[config.mk]
export PLATFORM = sky130hd
export DESIGN_NAME = fwhb_queue
export DESIGN_NICKNAME = d
export VERILOG_FILES = /design/src/hw/rtl/fwhb_pkg.sv /design/src/hw/rtl/fwhb_queue.sv
export SDC_FILE = /design/constraint.sdc
export NUM_CORES = 1
export LEC_CHECK = 0
export ABC_AREA = 0
export BUFFER_PORTS_ARGS = -buffer_cell sky130_fd_sc_hd__buf_2
export CAP_MARGIN = 20
export CORE_ASPECT_RATIO = 0.7
export CORE_UTILIZATION = 54
export DETAILED_ROUTE_END_ITERATION = 12
export HOLD_SLACK_MARGIN = 0.12
export PLACE_DENSITY = 0.94
export SETUP_SLACK_MARGIN = 0.1
export SYNTH_ARGS = -nofsm -noshare
export SYNTH_HDL_FRONTEND = slang
export SYNTH_SLANG_ARGS = --single-unit
[constraint.sdc]
create_clock -name clk -period 3.35 [get_ports clk]
set_clock_uncertainty 0.15 [all_clocks]
set_input_delay 0.1675 -clock clk [delete_from_list [all_inputs] [get_ports clk]]
set_output_delay 0.1675 -clock clk [all_outputs]
set_load 0.02 [all_outputs]
[src/hw/rtl/fwhb_pkg.sv]
// ----------------------------------------------------------------------------
// fwhb_pkg
// Shared types and constants for the fixed bin width histogram.
// ----------------------------------------------------------------------------
package fwhb_pkg;

  localparam int NUM_BINS = 1024;
  localparam int IDX_W    = $clog2(NUM_BINS);
  localparam int COUNT_W  = 32;
  localparam int SAMPLE_W = 32;
  localparam int WIDTH_W  = 31;
  localparam int NBINS_W  = 11;
  localparam int EDGE_W   = 43;
  localparam int PROD_W   = IDX_W + WIDTH_W;
  localparam int SWEEP_W  = IDX_W + 1;

  typedef enum logic [1:0] {
    OP_ADD   = 2'd0,
    OP_READ  = 2'd1,
    OP_CLEAR = 2'd2,
    OP_NONE  = 2'd3
  } opcode_t;

  typedef enum logic [1:0] {
    CFG_BOTTOM = 2'd0,
    CFG_WIDTH  = 2'd1,
    CFG_NBINS  = 2'd2,
    CFG_SPARE  = 2'd3
  } cfg_index_t;

  typedef struct packed {
    logic signed [SAMPLE_W-1:0] bottom_edge;
    logic [WIDTH_W-1:0]         bin_width;
    logic [NBINS_W-1:0]         num_bins;
  } cfg_t;

  // classified item handed from the front to the back
  typedef struct packed {
    opcode_t          op;
    logic [IDX_W-1:0] idx;
    logic             oor;
  } entry_t;

  typedef struct packed {
    logic init_busy;
  } back_status_t;

  function automatic logic [NBINS_W-1:0] bins_in_use(input logic [NBINS_W-1:0] n);
    bins_in_use = (n > NBINS_W'(NUM_BINS)) ? NBINS_W'(NUM_BINS) : n;
  endfunction

  function automatic logic [EDGE_W-1:0] edge_of(input logic signed [SAMPLE_W-1:0] b,
                                                input logic [PROD_W-1:0] prod);
    edge_of = {{(EDGE_W-SAMPLE_W){b[SAMPLE_W-1]}}, b}
            + {{(EDGE_W-PROD_W){1'b0}}, prod};
  endfunction

endpackage

[src/hw/rtl/fwhb_queue.sv]
// ----------------------------------------------------------------------------
// fwhb_queue
// Two-entry queue of classified items between front and back.
// ----------------------------------------------------------------------------
module fwhb_queue import fwhb_pkg::*; (
  input  logic   clk,
  input  logic   rst,
  input  logic   push,
  input  entry_t din,
  output logic   full,
  input  logic   pop,
  output logic   empty,
  output entry_t dout
);

  entry_t     slot [2];
  logic       wptr, rptr;
  logic [1:0] fill;

  assign full  = fill == 2'd2;
  assign empty = fill == 2'd0;
  assign dout  = slot[rptr];

  always_ff @(posedge clk) begin
    if (push) begin
      slot[wptr] <= din;
    end
  end

  always_ff @(posedge clk) begin
    if (rst) begin
      wptr <= 1'b0;
      rptr <= 1'b0;
      fill <= '0;
    end else begin
      if (push) wptr <= !wptr;
      if (pop)  rptr <= !rptr;
      fill <= fill + 2'(push) - 2'(pop);
    end
  end

endmodule

==> results of run 1 <==
[registers in the layout, summed over array words and instances, names as in the netlist, named ones only]
signal,count
slot,26
rptr,1
fill,2
wptr,1
[worst max-delay path, stage by stage (launching register included)]
cell and delay (ns):
dfxtp_1 0.80, mux2_2 0.42, buf_2 0.16
[through the flow]
stage / hold slack, ns / util [%] / area [um2] / setup slack (ns) / cells
finish: 0.376 / 81.6 / 1610 / 1.34 / 147
global route: 0.415 / 81.6 / 1610 / 1.24 / 147
CTS: 0.388 / 81.0 / 1590 / 1.31 / 146
detailed placement: 0.209 / 69.8 / 1370 / 1.53 / 121
global placement: 0.206 / 69.8 / 1370 / 1.65 / 121
floorplan: 0.0891 / - / 1190 / 1.88 / 61
[per-layer routing]
metal  GRT usage, %  part of all wire, %  wire, um  vias up
met2           32.2                   52       941       29
met1           16.5                   41       742      313
met4           11.3                  2.0        36        0
li1               -                    -         -      337
met5              0                    0         0        -
met3           7.10                  5.8       105        5
[how the worst max path moves through the flow]
stage | from | end | slack (ns) | cells past startpoint
floorplan | wptr | slot[0][0] | 1.88 | 1
global placement | wptr | slot[0][12] | 1.65 | 1
detailed placement | wptr | slot[0][10] | 1.53 | 1
CTS | register | dout[1] | 1.31 | 2
global route | register | dout[1] | 1.24 | 2
finish | register | dout[1] | 1.34 | 2
[cells in the mapped netlist, drive strengths merged]
master  number  area [um2]
xnor3        1        22.5
ha           2        25.0
mux2        13         184
edfxtp      26         781
dfxtp        5         100
nor2         5        18.8
buf          1        11.3
nor2b        3        18.8
and2         1        6.26
inv          2        7.51
xnor2        2        17.5
[logic make-up after synthesis]
group	share of synthesized area (%)
XOR/XNOR	3.36
adder cells (fa/ha/maj)	2.10
buffers and inverters	1.57
flip-flops	73.9
multiplexers	15.4
AND/OR/NAND/NOR	3.67
[layout make-up]
class                           count  area share (%)
Sequential cell                    31            54.9
Multi-Input combinational cell     27            18.2
Clock inverter                      1           0.312
Clock buffer                        7            2.81
Inverter                            2           0.468
Timing Repair Buffer               49            21.0
Tap cell                           30            2.34
[where the power goes]
| group | leakage (nW) | internal [mW] | switching (mW) | total (mW) |
|---|---|---|---|---|
| Clock | 0.0293 | 0.0816 | 0.113 | 0.194 |
| Combinational | 0.347 | 0.0838 | 0.0707 | 0.155 |
| Sequential | 0.286 | 0.448 | 0.0176 | 0.466 |
| Total | 0.662 | 0.614 | 0.201 | 0.815 |
==> results.yml, run 1 <==
floorplanning:
  start_util_pct: 60.6
  pin_count: 32
  die_w_um: 58.2
  die_area_um2: 2400
  coreArea_um2: 1970
  fp-row-count: 13
  dieHeight_um: 41.3
finish:
  fillCellCount: 111
  final_common_cell: "buf_2"
  nNetsFinal: 135
  final_cell_mix: "31 x buf_2, 26 x edfxtp_1, 17 x dlygate4sd3_1, 10 x mux2_4"
  n_antenna_cell: 0
  area.sequential_um2: 881
  area_growth_pct: 34.6
  multi_input_area_um2: 293
  layout-drive-gt1-share_pct: 43.6
global_route:
  grt_pass1_vias: 684
  grt_overflow: 0
  grt_pass1_wl_mm: 2.69
  antenna_found_initial: 0
  track_usage_pct: 17.1
  grt_max_degree: 14
placed_design:
  place_congestion: 0.609
  port_buffers: 31
  hpwl_mm: 1.15
routing:
  drcViolationCount: 0
  wl_per_cell_um: 12.4
  ant_nets: 0
  vias: 684
  drtIter0Drc: 3
  dr.pass1.iters: 2
  vias_per_cell: 4.65
  wirelength_mm: 1.83
logic_synthesis:
  syn_area_um2: 1190
  syn_inst: 61
  ys_seq_area_share_pct: 73.9
  ys_seq_elements: 31
  postSynthAreaPerCell_um2: 19.5
  yosysWarnings: 0
  syn-num-nets: 80
  synthDistinctLibCells: 12
critical_path:
  end_kind: "primary output"
  r2r-start: "fill[0]"
  cp.required_ns: 3.03
  r2r_end: "fill[1]"
  crit_type: "register to primary output"
  crit_fanout: 13
  ff2ff_setup_slack_ns: 1.83
  critPathLaunchType: "register"
  arrival_ns: 1.69
  ff2ff_path_depth: 6
outcome:
  run_status: "completed"
cts:
  clk_pin_slew_worst_paths_ns: 0.09
  cts_resized: 0
  post-cts-setup-buffers: 0
  root_buffer: "clkbuf_4"
  clock_sinks: 31
  clk_path_buf_depth: 2
  cts_max_level: 2
  cts_hold_buf: 17
  insertion_delay_ns: 0.32
  cts_buffers: 5
  cts_tree: "yes"
sta:
  finalCritPeriodShare_pct: 60.1
  final_max_slew_viol_count: 0
  setup_violations: 0
  tightest_slew_ns: 0.731
  period_minus_slack_ns: 2.01
  setup_tns_ns: 0
  rsz0062_at_grt: "no"
  fmax_mhz: 497
  slew_headroom_pct: 51.2
  hold_violations: 0
hold_path:
  hold_start: "rptr"
  hold_end: "rptr"
  holdPathStages: 2
  hold_path_class: "register to register"
power:
  leakage_nw: 0.662
  power_density_nw_per_um2: 508
  total_power_uw: 815
  ir_drop_v: 0.000360
flow_run:
  drv_cap: 0
(Power assumes the default switching activity.)
==> run 2: changes to the inputs <==
- CORE_UTILIZATION: 54 -> 45
- PLACE_DENSITY: 0.94 -> 0.85
- clock period: 3.35 -> 1.7 ns (I/O delays scaled with it)
==> results.yml, run 2 (synthesis gave the netlist of run 1 again) <==
sta:
  setup_violations: 0
  setup_tns_ns: 0
  finalCritPeriodShare_pct: 89.9
  period_minus_slack_ns: 1.53
  slew_headroom_pct: 85.0
  rsz0062_at_grt: "no"
  hold_violations: 0
  tightest_slew_ns: 0.226
  fmax_mhz: 655
  final_max_slew_viol_count: 0
floorplanning:
  dieHeight_um: 45.1
  start_util_pct: 48.1
  fp-row-count: 15
  coreArea_um2: 2480
  die_w_um: 63.5
  pin_count: 32
  die_area_um2: 2860
finish:
  reg_top3: "slot (26), fill (2)"
  final_common_cell: "buf_2"
  stdcell_area_um2: 1670
  fillCellCount: 189
  final_cell_mix: "31 x buf_2, 26 x edfxtp_1, 17 x dlygate4sd3_1, 10 x mux2_4"
  final_core_util_pct: 67.5
  area_growth_pct: 40.3
  largest_reg_flops: 26
  layout-drive-gt1-share_pct: 45.0
  n_antenna_cell: 0
  max_flop_register: "slot"
  nNetsFinal: 138
cts:
  cts_tree: "yes"
  clk_path_buf_depth: 2
  insertion_delay_ns: 0.28
  root_buffer: "clkbuf_8"
  cts_buffers: 5
  clock_sinks: 31
  clk_pin_slew_worst_paths_ns: 0.06
  post-cts-setup-buffers: 0
  cts_max_level: 2
placed_design:
  port_buffers: 31
  dpl-instance-area_um2: 1410
  place_congestion: 0.595
  hpwl_mm: 1.21
global_route:
  grt_pass1_vias: 726
  grt_max_degree: 14
  grt_pass1_wl_mm: 2.97
  track_usage_pct: 15.1
  antenna_found_initial: 0
  grt_overflow: 0
power:
  ir_drop_v: 0.000665
  total_power_mw: 1.77
  power_density_nw_per_um2: 1060
  leakage_nw: 0.693
routing:
  vias_per_cell: 4.45
  dr.pass1.iters: 2
  drcViolationCount: 0
  wirelength_mm: 1.81
  ant_nets: 0
  wl_per_cell_um: 11.7
  drtIter0Drc: 11
  vias: 686
hold_path:
  hold_path_class: "input pin to register"
critical_path:
  crit_type: "register to primary output"
  arrival_ns: 1.29
  crit_fanout: 13
  end_kind: "primary output"
  critPathLaunchType: "register"
  cp.required_ns: 1.46
flow_run:
  drv_cap: 0
outcome:
  run_status: "completed"
run 2: cell types whose count changed in the layout (fill, tap and decap cells not counted), sizes merged:
cell and change:
buf +3
run 2: per-stage QoR:
step / cells / worst slack (ns) / hold WS, ns
4_1_cts: 154 / 0.143 / 0.115
2_1_floorplan: 61 / 0.233 / 0.00661
5_1_grt: 154 / 0.115 / 0.135
3_3_place_gp: 129 / 0.238 / 0.123
3_5_place_dp: 129 / 0.174 / 0.126
6_report: 154 / 0.172 / 0.117
run 2: what timing repair did:
action,CTS,global route
endpoints found under the hold margin,31,0
endpoints found under the setup margin,3,3
gates resized for setup,1,2
hold buffers,17,0
run 2: path summary, 6_finish.rpt:
check           start  slack, ns       end  cells after the start
max reg2reg   fill[0]       0.18   fill[1]                      6
max          register       0.17  dout[12]                      3
min               pop       0.12   fill[1]                      4
min reg2reg   fill[1]       0.50   fill[1]                      2
run 2: critical path, cell delays in order (launching register included):
cell and delay (ns):
dfxtp_1 0.36, buf_12 0.17, mux2_2 0.33, buf_2 0.16
run 2: power breakdown:
part           switching [mW]  internal, mW
clock                   0.242         0.286
sequential             0.0221         0.885
combinational           0.156         0.180
total                   0.421          1.35
run 2: layout make-up:
type,count,area [um2],area share [%]
clock inverter,1,5.00,0.299
tap,34,42.5,2.54
clock buffer,7,76.3,4.56
sequential,31,881,52.7
timing repair buffer,52,368,22.0
multi-input combinational,27,293,17.5
inverter,2,7.51,0.449
run 2: metal layers:
metal / vias to the layer above / GRT usage (%) / routed length [um]
met5: - / 0 / 0
met4: 0 / 10.9 / 21
met3: 5 / 5.30 / 107
met2: 25 / 26.6 / 924
met1: 315 / 15.6 / 753
li1: 341 / - / -
==> run 3: changes to the inputs <==
- PLACE_DENSITY: 0.85 -> 0.82
==> results.yml, run 3 (synthesis gave the netlist of run 1 again) <==
cts:
  cts_buffers: 5
  cts_tree: "yes"
  clk_path_buf_depth: 2
  insertion_delay_ns: 0.27
  clock_sinks: 31
  clk_pin_slew_worst_paths_ns: 0.06
  root_buffer: "clkbuf_8"
  cts_max_level: 2
placed_design:
  dp_slack_ns: 0.130
  hpwl_mm: 1.29
  dpl-instance-area_um2: 1400
  place_congestion: 0.590
  dp_cells: 128
  port_buffers: 31
finish:
  area.sequential_um2: 882
  largest_reg_flops: 26
  multi_input_area_um2: 293
  final_cells: 152
  nNetsFinal: 137
  layout-drive-gt1-share_pct: 45.8
  final_common_cell: "buf_2"
  stdcell_area_um2: 1650
  area_growth_pct: 38.7
  final_cell_mix: "31 x buf_2, 26 x edfxtp_1, 17 x dlygate4sd3_1, 10 x mux2_4"
  fillCellCount: 192
  n_antenna_cell: 0
  max_flop_register: "slot"
  reg_top3: "slot (26), fill (2)"
critical_path:
  crit_type: "input pin to register"
  critPathLaunchType: "input pin"
  crit_fanout: 2
  arrival_ns: 1.55
  cp.required_ns: 1.71
  end_kind: "register"
outcome:
  run_status: "completed"
global_route:
  grt_pass1_vias: 702
  track_usage_pct: 14.2
  antenna_found_initial: 0
  grt_max_degree: 14
  grt_pass1_wl_mm: 2.79
  grt_overflow: 0
sta:
  period_minus_slack_ns: 1.54
  hold_violations: 0
  setup_tns_ns: 0
  setup_violations: 0
  slew_headroom_pct: 88.8
  tightest_slew_ns: 0.167
  final_max_slew_viol_count: 0
  rsz0062_at_grt: "no"
  setup_slack_ns: 0.159
  finalCritPeriodShare_pct: 90.7
  fmax_mhz: 649
routing:
  drtIter0Drc: 19
  vias_per_cell: 4.57
  wirelength_mm: 1.92
  wl_per_cell_um: 12.6
  ant_nets: 0
  dr.pass1.iters: 4
  vias: 695
  drcViolationCount: 0
floorplanning:
  coreArea_um2: 2480
  pin_count: 32
  die_area_um2: 2860
  start_util_pct: 48.1
  die_w_um: 63.5
  fp-row-count: 15
  dieHeight_um: 45.1
flow_run:
  drv_cap: 0
power:
  leakage_nw: 0.684
  power_density_nw_per_um2: 1050
  ir_drop_v: 0.000707
hold_path:
  hold_path_class: "input pin to register"
run 3: changes by cell type in the layout (fill, tap and decap cells not counted):
cell      change
buf_12        -1
buf_4         -1
buf_6         +1
clkbuf_1      -2
clkinv_1      +1
dfxtp_1       -1
dfxtp_2       +1
run 3: path summary, 6_finish.rpt:
check | start | endpoint | slack (ns) | depth (start not counted)
max | pop | rptr | 0.16 | 5
max reg2reg | fill[0] | fill[1] | 0.30 | 6
min reg2reg | rptr | register | 0.38 | 2
min | pop | fill[1] | 0.23 | 4
run 3: through the flow:
stage                     power [mW]  hold slack [ns]  utilization, %
after detailed placement        1.22            0.128            56.6
after CTS                       1.75            0.144            66.6
after floorplan                 1.12          0.00661               -
after global routing            1.80            0.278            66.8
final                           1.74            0.232            66.8
after global placement          1.20            0.122            56.6
run 3: area by class of cell:
class,count,share of cell area [%]
repair buffers,51,21.3
multi-input cells,27,17.7
well taps,34,2.57
flip-flops and latches,31,53.3
clock buffers,5,4.16
clock inverters,2,0.529
inverters,2,0.454
run 3: what timing repair did:
action / 4_1_cts / 5_1_grt
endpoints found under the hold margin: 31 / 0
hold buffers: 17 / 0
setup buffers: 0 / 0
endpoints found under the setup margin: 0 / 4
gates resized for setup: 0 / 2
run 3: power by group:
group,internal (mW),switching (mW)
Combinational,0.170,0.157
Sequential,0.886,0.0226
Clock,0.271,0.229
run 3: layer usage:
layer	up-vias	part of all wire [%]	global-route usage, %
met5	-	0	0
li1	335	-	-
met1	338	40	13.4
met3	0	4.7	4.55
met4	0	0	8.18
met2	22	55	27.9
run 3: worst max-delay path, cell delays in order:
cell and delay [ns]:
buf_2 0.11, dlygate4sd3_1 0.57, xnor2_1 0.18, nor2_1 0.06, dlygate4sd3_1 0.55
