$ cat config.mk
export PLATFORM = sky130hd
export DESIGN_NAME = fwhb_front
export DESIGN_NICKNAME = d
export VERILOG_FILES = /design/src/hw/rtl/fwhb_pkg.sv /design/src/hw/rtl/fwhb_front.sv
export SDC_FILE = /design/constraint.sdc
export NUM_CORES = 1
export LEC_CHECK = 0
export BUFFER_PORTS_ARGS = -buffer_cell sky130_fd_sc_hd__buf_2
export CAP_MARGIN = 20
export CORE_UTILIZATION = 25
export CTS_CLUSTER_SIZE = 14
export DETAILED_ROUTE_END_ITERATION = 7
export MAX_ROUTING_LAYER = met4
export SLEW_MARGIN = 10
export SYNTH_ARGS = -nofsm -noshare
export SYNTH_HDL_FRONTEND = slang
export SYNTH_SLANG_ARGS = --single-unit
$ cat constraint.sdc
create_clock -name clk -period 5.9 [get_ports clk]
set_input_delay 0 -clock clk [delete_from_list [all_inputs] [get_ports clk]]
set_output_delay 0 -clock clk [all_outputs]
set_load 0.05 [all_outputs]
$ cat src/hw/rtl/fwhb_pkg.sv
// ----------------------------------------------------------------------------
// fwhb_pkg
// Shared types and constants for the fixed bin width histogram.
// ----------------------------------------------------------------------------
package fwhb_pkg;

  localparam int NUM_BINS = 1024;
  localparam int IDX_W    = $clog2(NUM_BINS);
  localparam int COUNT_W  = 32;
  localparam int SAMPLE_W = 32;
  localparam int WIDTH_W  = 31;
  localparam int NBINS_W  = 11;
  localparam int EDGE_W   = 43;
  localparam int PROD_W   = IDX_W + WIDTH_W;
  localparam int SWEEP_W  = IDX_W + 1;

  typedef enum logic [1:0] {
    OP_ADD   = 2'd0,
    OP_READ  = 2'd1,
    OP_CLEAR = 2'd2,
    OP_NONE  = 2'd3
  } opcode_t;

  typedef enum logic [1:0] {
    CFG_BOTTOM = 2'd0,
    CFG_WIDTH  = 2'd1,
    CFG_NBINS  = 2'd2,
    CFG_SPARE  = 2'd3
  } cfg_index_t;

  typedef struct packed {
    logic signed [SAMPLE_W-1:0] bottom_edge;
    logic [WIDTH_W-1:0]         bin_width;
    logic [NBINS_W-1:0]         num_bins;
  } cfg_t;

  // classified item handed from the front to the back
  typedef struct packed {
    opcode_t          op;
    logic [IDX_W-1:0] idx;
    logic             oor;
  } entry_t;

  typedef struct packed {
    logic init_busy;
  } back_status_t;

  function automatic logic [NBINS_W-1:0] bins_in_use(input logic [NBINS_W-1:0] n);
    bins_in_use = (n > NBINS_W'(NUM_BINS)) ? NBINS_W'(NUM_BINS) : n;
  endfunction

  function automatic logic [EDGE_W-1:0] edge_of(input logic signed [SAMPLE_W-1:0] b,
                                                input logic [PROD_W-1:0] prod);
    edge_of = {{(EDGE_W-SAMPLE_W){b[SAMPLE_W-1]}}, b}
            + {{(EDGE_W-PROD_W){1'b0}}, prod};
  endfunction

endpackage

$ cat src/hw/rtl/fwhb_front.sv
// ----------------------------------------------------------------------------
// fwhb_front
// Accepts items, bins samples with a bit-serial divider, queues the result.
// ----------------------------------------------------------------------------
module fwhb_front import fwhb_pkg::*; (
  input  logic                clk,
  input  logic                rst,
  input  cfg_t                cfg,
  input  back_status_t        bstat,
  input  logic                in_valid,
  output logic                in_stall,
  input  logic [1:0]          opcode,
  input  logic [SAMPLE_W-1:0] sample,
  input  logic [IDX_W-1:0]    bin_index,
  input  logic                q_full,
  output logic                q_push,
  output entry_t              q_din
);

  typedef enum logic [2:0] {
    F_IDLE = 3'b001,
    F_DIV  = 3'b010,
    F_PUSH = 3'b100
  } fstate_t;

  fstate_t state, state_next;

  logic [SAMPLE_W-1:0] dvd, rem, quo;
  logic [4:0]          step;
  entry_t              ent;

  logic [SAMPLE_W:0]   diff;
  logic [SAMPLE_W:0]   rem_sh;
  logic                take;
  logic [NBINS_W-1:0]  inuse;
  logic                accept;
  opcode_t             op_in;

  assign op_in  = opcode_t'(opcode);
  assign inuse  = bins_in_use(cfg.num_bins);
  assign diff   = {sample[SAMPLE_W-1], sample}
                - {cfg.bottom_edge[SAMPLE_W-1], cfg.bottom_edge};
  assign rem_sh = {rem, dvd[SAMPLE_W-1]};
  assign take   = rem_sh >= {2'b00, cfg.bin_width};

  assign in_stall = (state != F_IDLE) || bstat.init_busy;
  assign accept   = in_valid && !in_stall;
  assign q_push   = (state == F_PUSH) && !q_full;
  assign q_din    = ent;

  always_comb begin
    state_next = state;
    unique case (state)
      F_IDLE: begin
        if (accept) begin
          if (op_in == OP_ADD && !diff[SAMPLE_W] && cfg.bin_width != '0) begin
            state_next = F_DIV;
          end else begin
            state_next = F_PUSH;
          end
        end
      end
      F_DIV:  if (step == '0) state_next = F_PUSH;
      F_PUSH: if (!q_full) state_next = F_IDLE;
      default: state_next = F_IDLE;
    endcase
  end

  always_ff @(posedge clk) begin
    if (rst) begin
      state <= F_IDLE;
    end else begin
      state <= state_next;
    end
  end

  always_ff @(posedge clk) begin
    unique case (state)
      F_IDLE: begin
        if (accept) begin
          ent.op <= op_in;
          dvd    <= diff[SAMPLE_W-1:0];
          rem    <= '0;
          quo    <= '0;
          step   <= 5'd31;
          unique case (op_in)
            OP_ADD: begin
              ent.idx <= '0;
              ent.oor <= 1'b1;  // cleared below if the divide lands in range
            end
            OP_READ: begin
              ent.idx <= bin_index;
              ent.oor <= {1'b0, bin_index} >= inuse;
            end
            OP_CLEAR: begin
              ent.idx <= '0;
              ent.oor <= 1'b0;
            end
            OP_NONE: begin
              ent.idx <= '0;
              ent.oor <= 1'b1;
            end
          endcase
        end
      end
      F_DIV: begin
        rem  <= take ? SAMPLE_W'(rem_sh - {2'b00, cfg.bin_width}) : rem_sh[SAMPLE_W-1:0];
        dvd  <= {dvd[SAMPLE_W-2:0], 1'b0};
        quo  <= {quo[SAMPLE_W-2:0], take};
        step <= step - 5'd1;
        if (step == '0) begin
          ent.idx <= {quo[IDX_W-2:0], take};
          ent.oor <= {quo[SAMPLE_W-2:0], take} >= {{(SAMPLE_W-NBINS_W){1'b0}}, inuse};
        end
      end
      F_PUSH: ;
      default: ;
    endcase
  end

endmodule

==> results of run 1 <==
-- worst max-delay path, cell delays in order (launching register included) --
cell and delay, ns:
edfxtp_1 0.39, ha_1 0.40, and3_1 0.24, and4_4 0.20, and4_4 0.18, a2111oi_4 0.34
o211ai_1 0.13, a211o_1 0.34, inv_4 0.07, ha_1 0.22, nand2b_1 0.14, a21oi_1 0.15
nor2b_1 0.06, o21ai_0 0.16, nand2b_1 0.08, a21oi_1 0.15, nor2b_1 0.06, o21ai_0 0.16
a211oi_1 0.10, o31a_1 0.28
-- cell usage after synthesis, types with 3 or more instances --
| cell type | count | area, µm² |
|---|---|---|
| nand2b_1 | 17 | 106 |
| nor2b_1 | 14 | 87.6 |
| or4_1 | 5 | 37.5 |
| buf_6 | 4 | 45.0 |
| o21a_1 | 10 | 75.1 |
| a31oi_1 | 8 | 50.1 |
| nand4_1 | 7 | 43.8 |
| and3_1 | 5 | 31.3 |
| o21ai_1 | 13 | 65.1 |
| mux2i_1 | 9 | 90.1 |
| o31ai_1 | 8 | 60.1 |
| nand2_1 | 76 | 285 |
| a211o_1 | 4 | 35.0 |
| or2_2 | 3 | 18.8 |
| a21o_1 | 46 | 345 |
| a21oi_1 | 92 | 460 |
| nor4b_1 | 3 | 26.3 |
| o21bai_1 | 7 | 52.6 |
| buf_2 | 6 | 30.0 |
| dfxtp_1 | 3 | 60.1 |
| o211ai_1 | 5 | 37.5 |
| ha_1 | 87 | 1090 |
| nor3_1 | 9 | 45.0 |
| nor2_1 | 79 | 297 |
| o21ai_0 | 39 | 195 |
| xnor2_1 | 30 | 263 |
| clkbuf_1 | 19 | 71.3 |
| nand3_1 | 20 | 100 |
| nor4_1 | 13 | 81.3 |
| a211oi_1 | 8 | 60.1 |
| inv_1 | 87 | 327 |
| xor2_1 | 23 | 201 |
| o31a_1 | 8 | 70.1 |
| edfxtp_1 | 113 | 3390 |
| nand3b_1 | 7 | 52.6 |
| or3_1 | 8 | 50.1 |
| and2_1 | 32 | 200 |
-- logic make-up (layout without fill, tap and decap cells) --
family                     Yosys count  count (layout)  synth area share
DFF                                116             116             0.384
buffers and inverters              120             278            0.0554
AOI/OAI and AO/OA                  274             274             0.199
muxes                                9               9            0.0100
adders and majority gates           89              89             0.126
xor gates and xnor gates            53              53            0.0516
and+or+nand+nor                    308             308             0.174
-- metrics by stage --
step                      setup WS, ns  instances
after floorplan                   1.82        969
after global placement            1.89       1541
after detailed placement          1.84       1541
after CTS                         1.82       1588
after global routing              1.59       1588
final                             1.80       1588
-- final timing paths --
kind	from	slack, ns	end	depth (start not counted)
setup / recovery	rem[26]	1.80	q_din[0]	19
hold / removal	cfg[10]	0.03	q_din[0]	3
setup reg to reg	rem[26]	1.80	q_din[0]	19
hold reg to reg	dvd[17]	0.52	dvd[18]	2
-- state kept, by name, summed over array words and instances, names as in the netlist --
| name | flops |
|---|---|
| dvd | 32 |
| rem | 32 |
| quo | 31 |
| q_din | 13 |
| step | 5 |
| state | 3 |
-- area by class of cell --
type                       instances  area, µm²
multi-input combinational        733       5050
inverter                          88        333
tap                              461        577
fill                            3715      24600
sequential                       116       3450
clock buffer                      22        464
clock inverter                    10        156
timing repair buffer             158        881
-- routing by layer --
metal  up-vias  routed length (µm)  GRT usage
li1       3800                   -          -
met1      3416               10600      0.160
met2       157               10200      0.202
met3        21                 728     0.0217
met4         0                 322     0.0391
met5         -                   0          -
-- power by group through the flow --
stage | Combinational (mW) | Clock (mW) | Sequential, mW
3_5_place_dp | 0.553 | 0 | 0.993
3_3_place_gp | 0.547 | 0 | 0.992
6_report | 0.560 | 1.12 | 0.976
4_1_cts | 0.564 | 1.16 | 0.977
2_1_floorplan | 0.398 | 0 | 1.01
5_1_grt | 0.631 | 1.18 | 0.981
==> flow_summary.ini, run 1 <==
[status]
status = completed

[finish]
post_route_cells_drive_above_1_share = 0.175
antenna_cells = 0
final_cell_mix = buf_2, edfxtp_1, a21oi_1, inv_1, ha_1
area_growth_pct = 21.4
utilization = 0.308
final_cell_area_um2 = 10900
nNetsFinal = 1326
final_common_cell = buf_2

[power]
leakage_nw = 4.78
comb_power_share = 0.210
netSwitchingFraction = 0.274
p_sw_mw = 0.730
power_frac_seq = 0.367
ir_drop_v = 0.000183
clock_power_share = 0.423
p_per_area_nw_per_um2 = 244
intPower_mw = 1.93
p_total_mw = 2.66

[floorplanning]
die_h_um = 192
start_util = 0.253
fp-row-count = 69
die_x_um = 192
die_area_um2 = 36700
num_io_pins = 138
core_um2 = 35500

[routing]
wl_per_cell_um = 13.7
dr.pass1.iters = 5
postRouteAntennaNets = 0
drt-total-wl_um = 21800
drt_iter0_markers = 371
vias_per_cell = 4.66
route.detailed.drc = 0
via_count = 7394

[place]
io_buffers = 137
finalWeightedCongestion = 0.855
placed_cell_area_um2 = 10100
dp_hpwl_um = 16200

[global_route]
grt_pass1_wl_um = 35500
grt_pass1_vias = 7151
grt_overflow_total = 0
track_usage = 0.126
grt_max_degree = 69
antenna_found_initial = 0

[sta]
timing.final.crit_share = 0.694
whs_ns = 0.0323
setup_viol = 0
rsz0062_at_grt = false
relSlewSlack = 0.386
maxSlewViolCount = 0
fin_tns_setup_ns = 0
worst_clock_skew_ns = 0.0139
tightestPinTransition_ns = 0.921
period_needed_ns = 4.10
hold_viol = 0
fmax_mhz = 244

[critical_path]
cp-start-kind = flip-flop
arrival_ns = 4.27
worstSetupPathType = flip-flop to flip-flop
worstPathMaxFanout = 9
crit_path_end_kind = flip-flop
required_ns = 6.08

[hold_path]
min_path_type = input port to flip-flop

[job]
maxCapViolations = 0

[cts]
clock-sinks = 116
clk_pin_slew_ns = 0.06
cts_buffer_depth = 2
numCtsBuffers = 17
cts_setup_buffers = 0
clk_latency_ns = 0.42
hold_buffers = 15
ctsRootBufferMaster = clkbuf_16
cts_tree = built
post_cts_resized = 0
htreeDepth = 4

[yosys]
avgSynthCellArea_um2 = 9.28
netlist_instances = 969
syn-num-nets = 1181
synth-main-ff-cell = edfxtp_1
synth_edf_count = 113
ys_seq_area_frac = 0.384
ys_types = 69
postSynth.asyncResetShare = 0
ys_ff_latch = 116
netlist_area_um2 = 8990
yosys_warnings = 0
Note: power is estimated with default switching activity, not from simulation.
==> run 2, diff against run 1 <==
- clock period: 5.9 -> 3.5 ns (I/O delays scaled with it)
==> flow_summary.ini, run 2 (same netlist as run 1, synthesis figures left out) <==
[routing]
wl_met2_um = 10800
drt_iter0_markers = 328
met3_length_um = 738
topRoutingLayerUsed = met4
vias_per_cell = 4.65
via_count = 7673
wl_met1_um = 10700
postRouteAntennaNets = 0
route.detailed.drc = 0
dr.pass1.iters = 5
wl_per_cell_um = 13.8
drt-total-wl_um = 22800

[cts]
clk_pin_slew_ns = 0.06
clk_latency_ns = 0.42
htreeDepth = 4
numCtsBuffers = 17
clock-sinks = 116
ctsRootBufferMaster = clkbuf_16
cts_tree = built
cts_buffer_depth = 2

[place]
finalWeightedCongestion = 0.863
dp_hpwl_um = 17200
io_buffers = 137
dp.cells = 1599
pre_cts_slack_ns = -0.320
placed_cell_area_um2 = 10700

[critical_path]
required_ns = 3.67
worstSetupPathType = flip-flop to flip-flop
critPathSlowestCell = edfxtp_1
cp-start-kind = flip-flop
critical_path.top_delay_family = compound AO/OA/AOI/OAI gates
critPathBufInv = 1
max_stage_delay_ns = 0.45
arrival_ns = 3.88
r2r_setup_slack_ns = -0.21
path_cells = ha_4 > a21oi_4 > o21ai_2 > a311oi_2 > and4_1 > nor3b_2 > a211o_1 > inv_6 > ha_4 > nand2b_4 > a21oi_2 > nor2b_1 > o21ai_1 > nand2b_1 > a21oi_2 > nor2b_1 > o21ai_1 > a211oi_2 > o31a_1
worstPathMaxFanout = 3
crit_path_end_kind = flip-flop

[global_route]
grt_overflow_total = 0
track_usage = 0.130
grt_pass1_wl_um = 37000
grt_pass1_vias = 7668
antenna_found_initial = 0
grt_max_degree = 60

[status]
violations = negative setup slack
status = finished with violations

[finish]
antenna_cells = 0
final_cell_mix = buf_2, edfxtp_1, a21oi_1, inv_1
reg_top3 = dvd: 32 flops, rem: 32 flops, quo: 31 flops
area_growth_pct = 29.2
nNetsFinal = 1389
post_route_cells_drive_above_1_share = 0.239
final_cells = 1651
utilization = 0.327
final_common_cell = buf_2
final_cell_area_um2 = 11600
fill_cells = 3695

[sta]
timing.final.crit_share = 1.06
period_needed_ns = 3.71
rsz0062_at_grt = true
worst_clock_skew_ns = 0.00915
relSlewSlack = 0.560
hold_viol = 0
setup_slack_ns = -0.213
whs_ns = 0.0248
fin_tns_setup_ns = -0.213
maxSlewViolCount = 0
setup_viol = 1
fmax_mhz = 269
tightestPinTransition_ns = 0.660

[floorplanning]
die_h_um = 192
die_x_um = 192
start_util = 0.253
core_um2 = 35500
num_io_pins = 138
die_area_um2 = 36700
fp-row-count = 69

[power]
p_per_area_nw_per_um2 = 387
leakage_nw = 5.10
p_total_mw = 4.49
ir_drop_v = 0.000268

[hold_path]
min_path_type = input port to flip-flop

[job]
maxCapViolations = 0
-- run 2: cell types whose count changed in the layout (fill, tap and decap cells not counted), moves of 4 or more --
cell	delta
a21oi_1	-4
inv_6	+6
buf_4	+59
ha_1	-9
ha_4	+9
-- run 2: where the power goes --
part	switching [mW]	total [mW]	internal, mW
combinational	0.570	1.05	0.481
sequential	0.0296	1.65	1.62
clock	0.726	1.79	1.07
-- run 2: routing by layer --
metal	vias to the layer above	GRT usage
met3	30	0.0217
met2	150	0.213
met1	3565	0.161
met5	-	-
met4	0	0.0452
li1	3928	-
-- run 2: worst register-to-register path: stages (launching register included) --
cell      delay, ns
edfxtp_1       0.45
ha_4           0.30
a21oi_4        0.16
o21ai_2        0.09
a311oi_2       0.31
and4_1         0.28
nor3b_2        0.07
a211o_1        0.36
inv_6          0.08
ha_4           0.18
nand2b_4       0.13
a21oi_2        0.11
nor2b_1        0.06
o21ai_1        0.11
nand2b_1       0.08
a21oi_2        0.13
nor2b_1        0.06
o21ai_1        0.15
a211oi_2       0.09
o31a_1         0.27
-- run 2: worst paths after layout --
| check | start | cells after the start | end |
|---|---|---|---|
| setup / recovery | rem[9] | 19 | q_din[0] |
| setup reg to reg | rem[9] | 19 | q_din[0] |
| hold / removal | cfg[10] | 3 | q_din[0] |
| hold reg to reg | dvd[18] | 2 | dvd[19] |
-- run 2: cell type report --
class | count | area [µm²] | area share
flip-flops and latches | 116 | 3450 | 0.297
inverters | 88 | 335 | 0.0289
repair buffers | 221 | 1400 | 0.120
clock buffers | 17 | 425 | 0.0366
multi-input cells | 733 | 5260 | 0.453
clock inverters | 15 | 170 | 0.0147
well taps | 461 | 577 | 0.0497
-- run 2: what timing repair did --
item                                    CTS  global route
gates resized for setup                  10            14
endpoints found under the setup margin    1             1
endpoints found under the hold margin    16             0
buffers inserted                          4             1
hold buffers                             15             0
pin swaps                                11            15
==> run 3, diff against run 2 <==
- CORE_ASPECT_RATIO: not set -> 0.9
==> flow_summary.ini, run 3 (same netlist as run 1, synthesis figures left out) <==
[cts]
ctsRootBufferMaster = clkbuf_16
clock-sinks = 116
cts_buffer_depth = 2
clk_latency_ns = 0.42
cts_tree = built
numCtsBuffers = 17
clk_pin_slew_ns = 0.07
htreeDepth = 4

[global_route]
grt_pass1_vias = 7802
track_usage = 0.137
grt_max_degree = 41
met2_usage = 0.228
antenna_found_initial = 1
globalRouteMet3Util = 0.0187
grt_overflow_total = 0
grt_busiest_layer = met2
grt_use_met1 = 0.171
grt_pass1_wl_um = 39200

[status]
status = finished with violations
violations = negative setup slack

[sta]
setup_viol = 1
hold_viol = 0
timing.final.crit_share = 1.05
fmax_mhz = 273
rsz0062_at_grt = true
tightestPinTransition_ns = 0.565
period_needed_ns = 3.66
relSlewSlack = 0.624
maxSlewViolCount = 0
worst_clock_skew_ns = 0.0188
setup_slack_ns = -0.160

[critical_path]
worstSetupPathType = flip-flop to flip-flop
crit_path_end_kind = flip-flop
cp-start-kind = flip-flop
required_ns = 3.68
worstPathMaxFanout = 2
arrival_ns = 3.84

[floorplanning]
die_area_um2 = 36700
core_um2 = 35200
die_x_um = 202
start_util = 0.255
die_h_um = 182
num_io_pins = 138
fp-row-count = 65

[power]
p_total_mw = 4.46
ir_drop_v = 0.000230
leakage_nw = 5.14
p_per_area_nw_per_um2 = 383

[finish]
final_cell_mix = buf_2, edfxtp_1, a21oi_1, inv_1, ha_1
fill_cells = 3642
area_growth_pct = 29.3
post_route_cells_drive_above_1_share = 0.243
reg_top3 = dvd: 32 flops, rem: 32 flops, quo: 31 flops
final_cells = 1671
antenna_cells = 0
nNetsFinal = 1401
final_common_cell = buf_2

[routing]
drt-total-wl_um = 23800
via_count = 7737
route.detailed.drc = 0
vias_per_cell = 4.63
postRouteAntennaNets = 0
drt_iter0_markers = 322
wl_per_cell_um = 14.3
dr.pass1.iters = 5

[place]
dp.cells = 1618
io_buffers = 137
finalWeightedCongestion = 0.875
dp_hpwl_um = 18100

[job]
maxCapViolations = 0

[hold_path]
min_path_type = input port to flip-flop
[run 3: repair_timing]
item | in CTS | in global routing
endpoints found under the setup margin | 1 | 1
pin swaps | 13 | 10
buffers inserted | 3 | 3
hold endpoints to repair | 16 | 0
hold buffers | 15 | 0
resized for setup | 10 | 5
[run 3: area by class of cell]
| cell class | count | area, µm² | share of cell area |
|---|---|---|---|
| timing repair buffer | 233 | 1480 | 0.127 |
| inverter | 88 | 335 | 0.0288 |
| sequential | 116 | 3450 | 0.297 |
| multi-input combinational | 733 | 5200 | 0.447 |
| clock buffer | 17 | 425 | 0.0366 |
| clock inverter | 15 | 146 | 0.0126 |
| tap | 469 | 587 | 0.0505 |
[run 3: routing by layer]
layer / vias up / share of wire
met5: - / 0
met4: 0 / 0.017
met2: 151 / 0.48
li1: 3954 / -
met3: 25 / 0.032
met1: 3607 / 0.48
[run 3: worst paths after layout]
path	startpoint	end	slack, ns	cells after the start
setup / recovery	rem[11]	q_din[0]	-0.16	18
hold reg to reg	dvd[13]	dvd[14]	0.53	2
setup reg to reg	rem[11]	q_din[0]	-0.16	18
hold / removal	cfg[10]	q_din[0]	0.04	3
[run 3: report_power, final]
part           internal (mW)  switching, mW  total, mW
Combinational          0.488          0.578       1.07
Sequential              1.62         0.0293       1.64
Clock                  0.997          0.748       1.75
Total                   3.10           1.36       4.46
[run 3: metrics by stage]
step | cell area (µm²) | hold WS, ns | setup slack, ns | util | TNS, ns
after floorplan | 9030 | 0.0989 | -0.299 | - | -0.299
after global placement | 10700 | 0.196 | -0.329 | 0.305 | -0.329
after detailed placement | 10700 | 0.195 | -0.311 | 0.305 | -0.311
after CTS | 11600 | 0.0255 | -0.164 | 0.328 | -0.164
after global routing | 11600 | 0.0334 | -0.361 | 0.330 | -0.361
final | 11600 | 0.0429 | -0.160 | 0.330 | -0.160
[run 3: worst max-delay path, cell delays in order (launching register included)]
cell	delay, ns
edfxtp_1	0.40
ha_1	0.30
or2_2	0.30
a311oi_2	0.30
and4_1	0.26
nor3b_2	0.07
a211o_1	0.37
inv_6	0.08
ha_4	0.18
nand2b_4	0.13
a21oi_2	0.10
nor2b_1	0.05
o21ai_1	0.12
nand2b_1	0.08
a21oi_2	0.12
nor2b_1	0.05
o21ai_1	0.15
a211oi_2	0.08
o31a_1	0.27
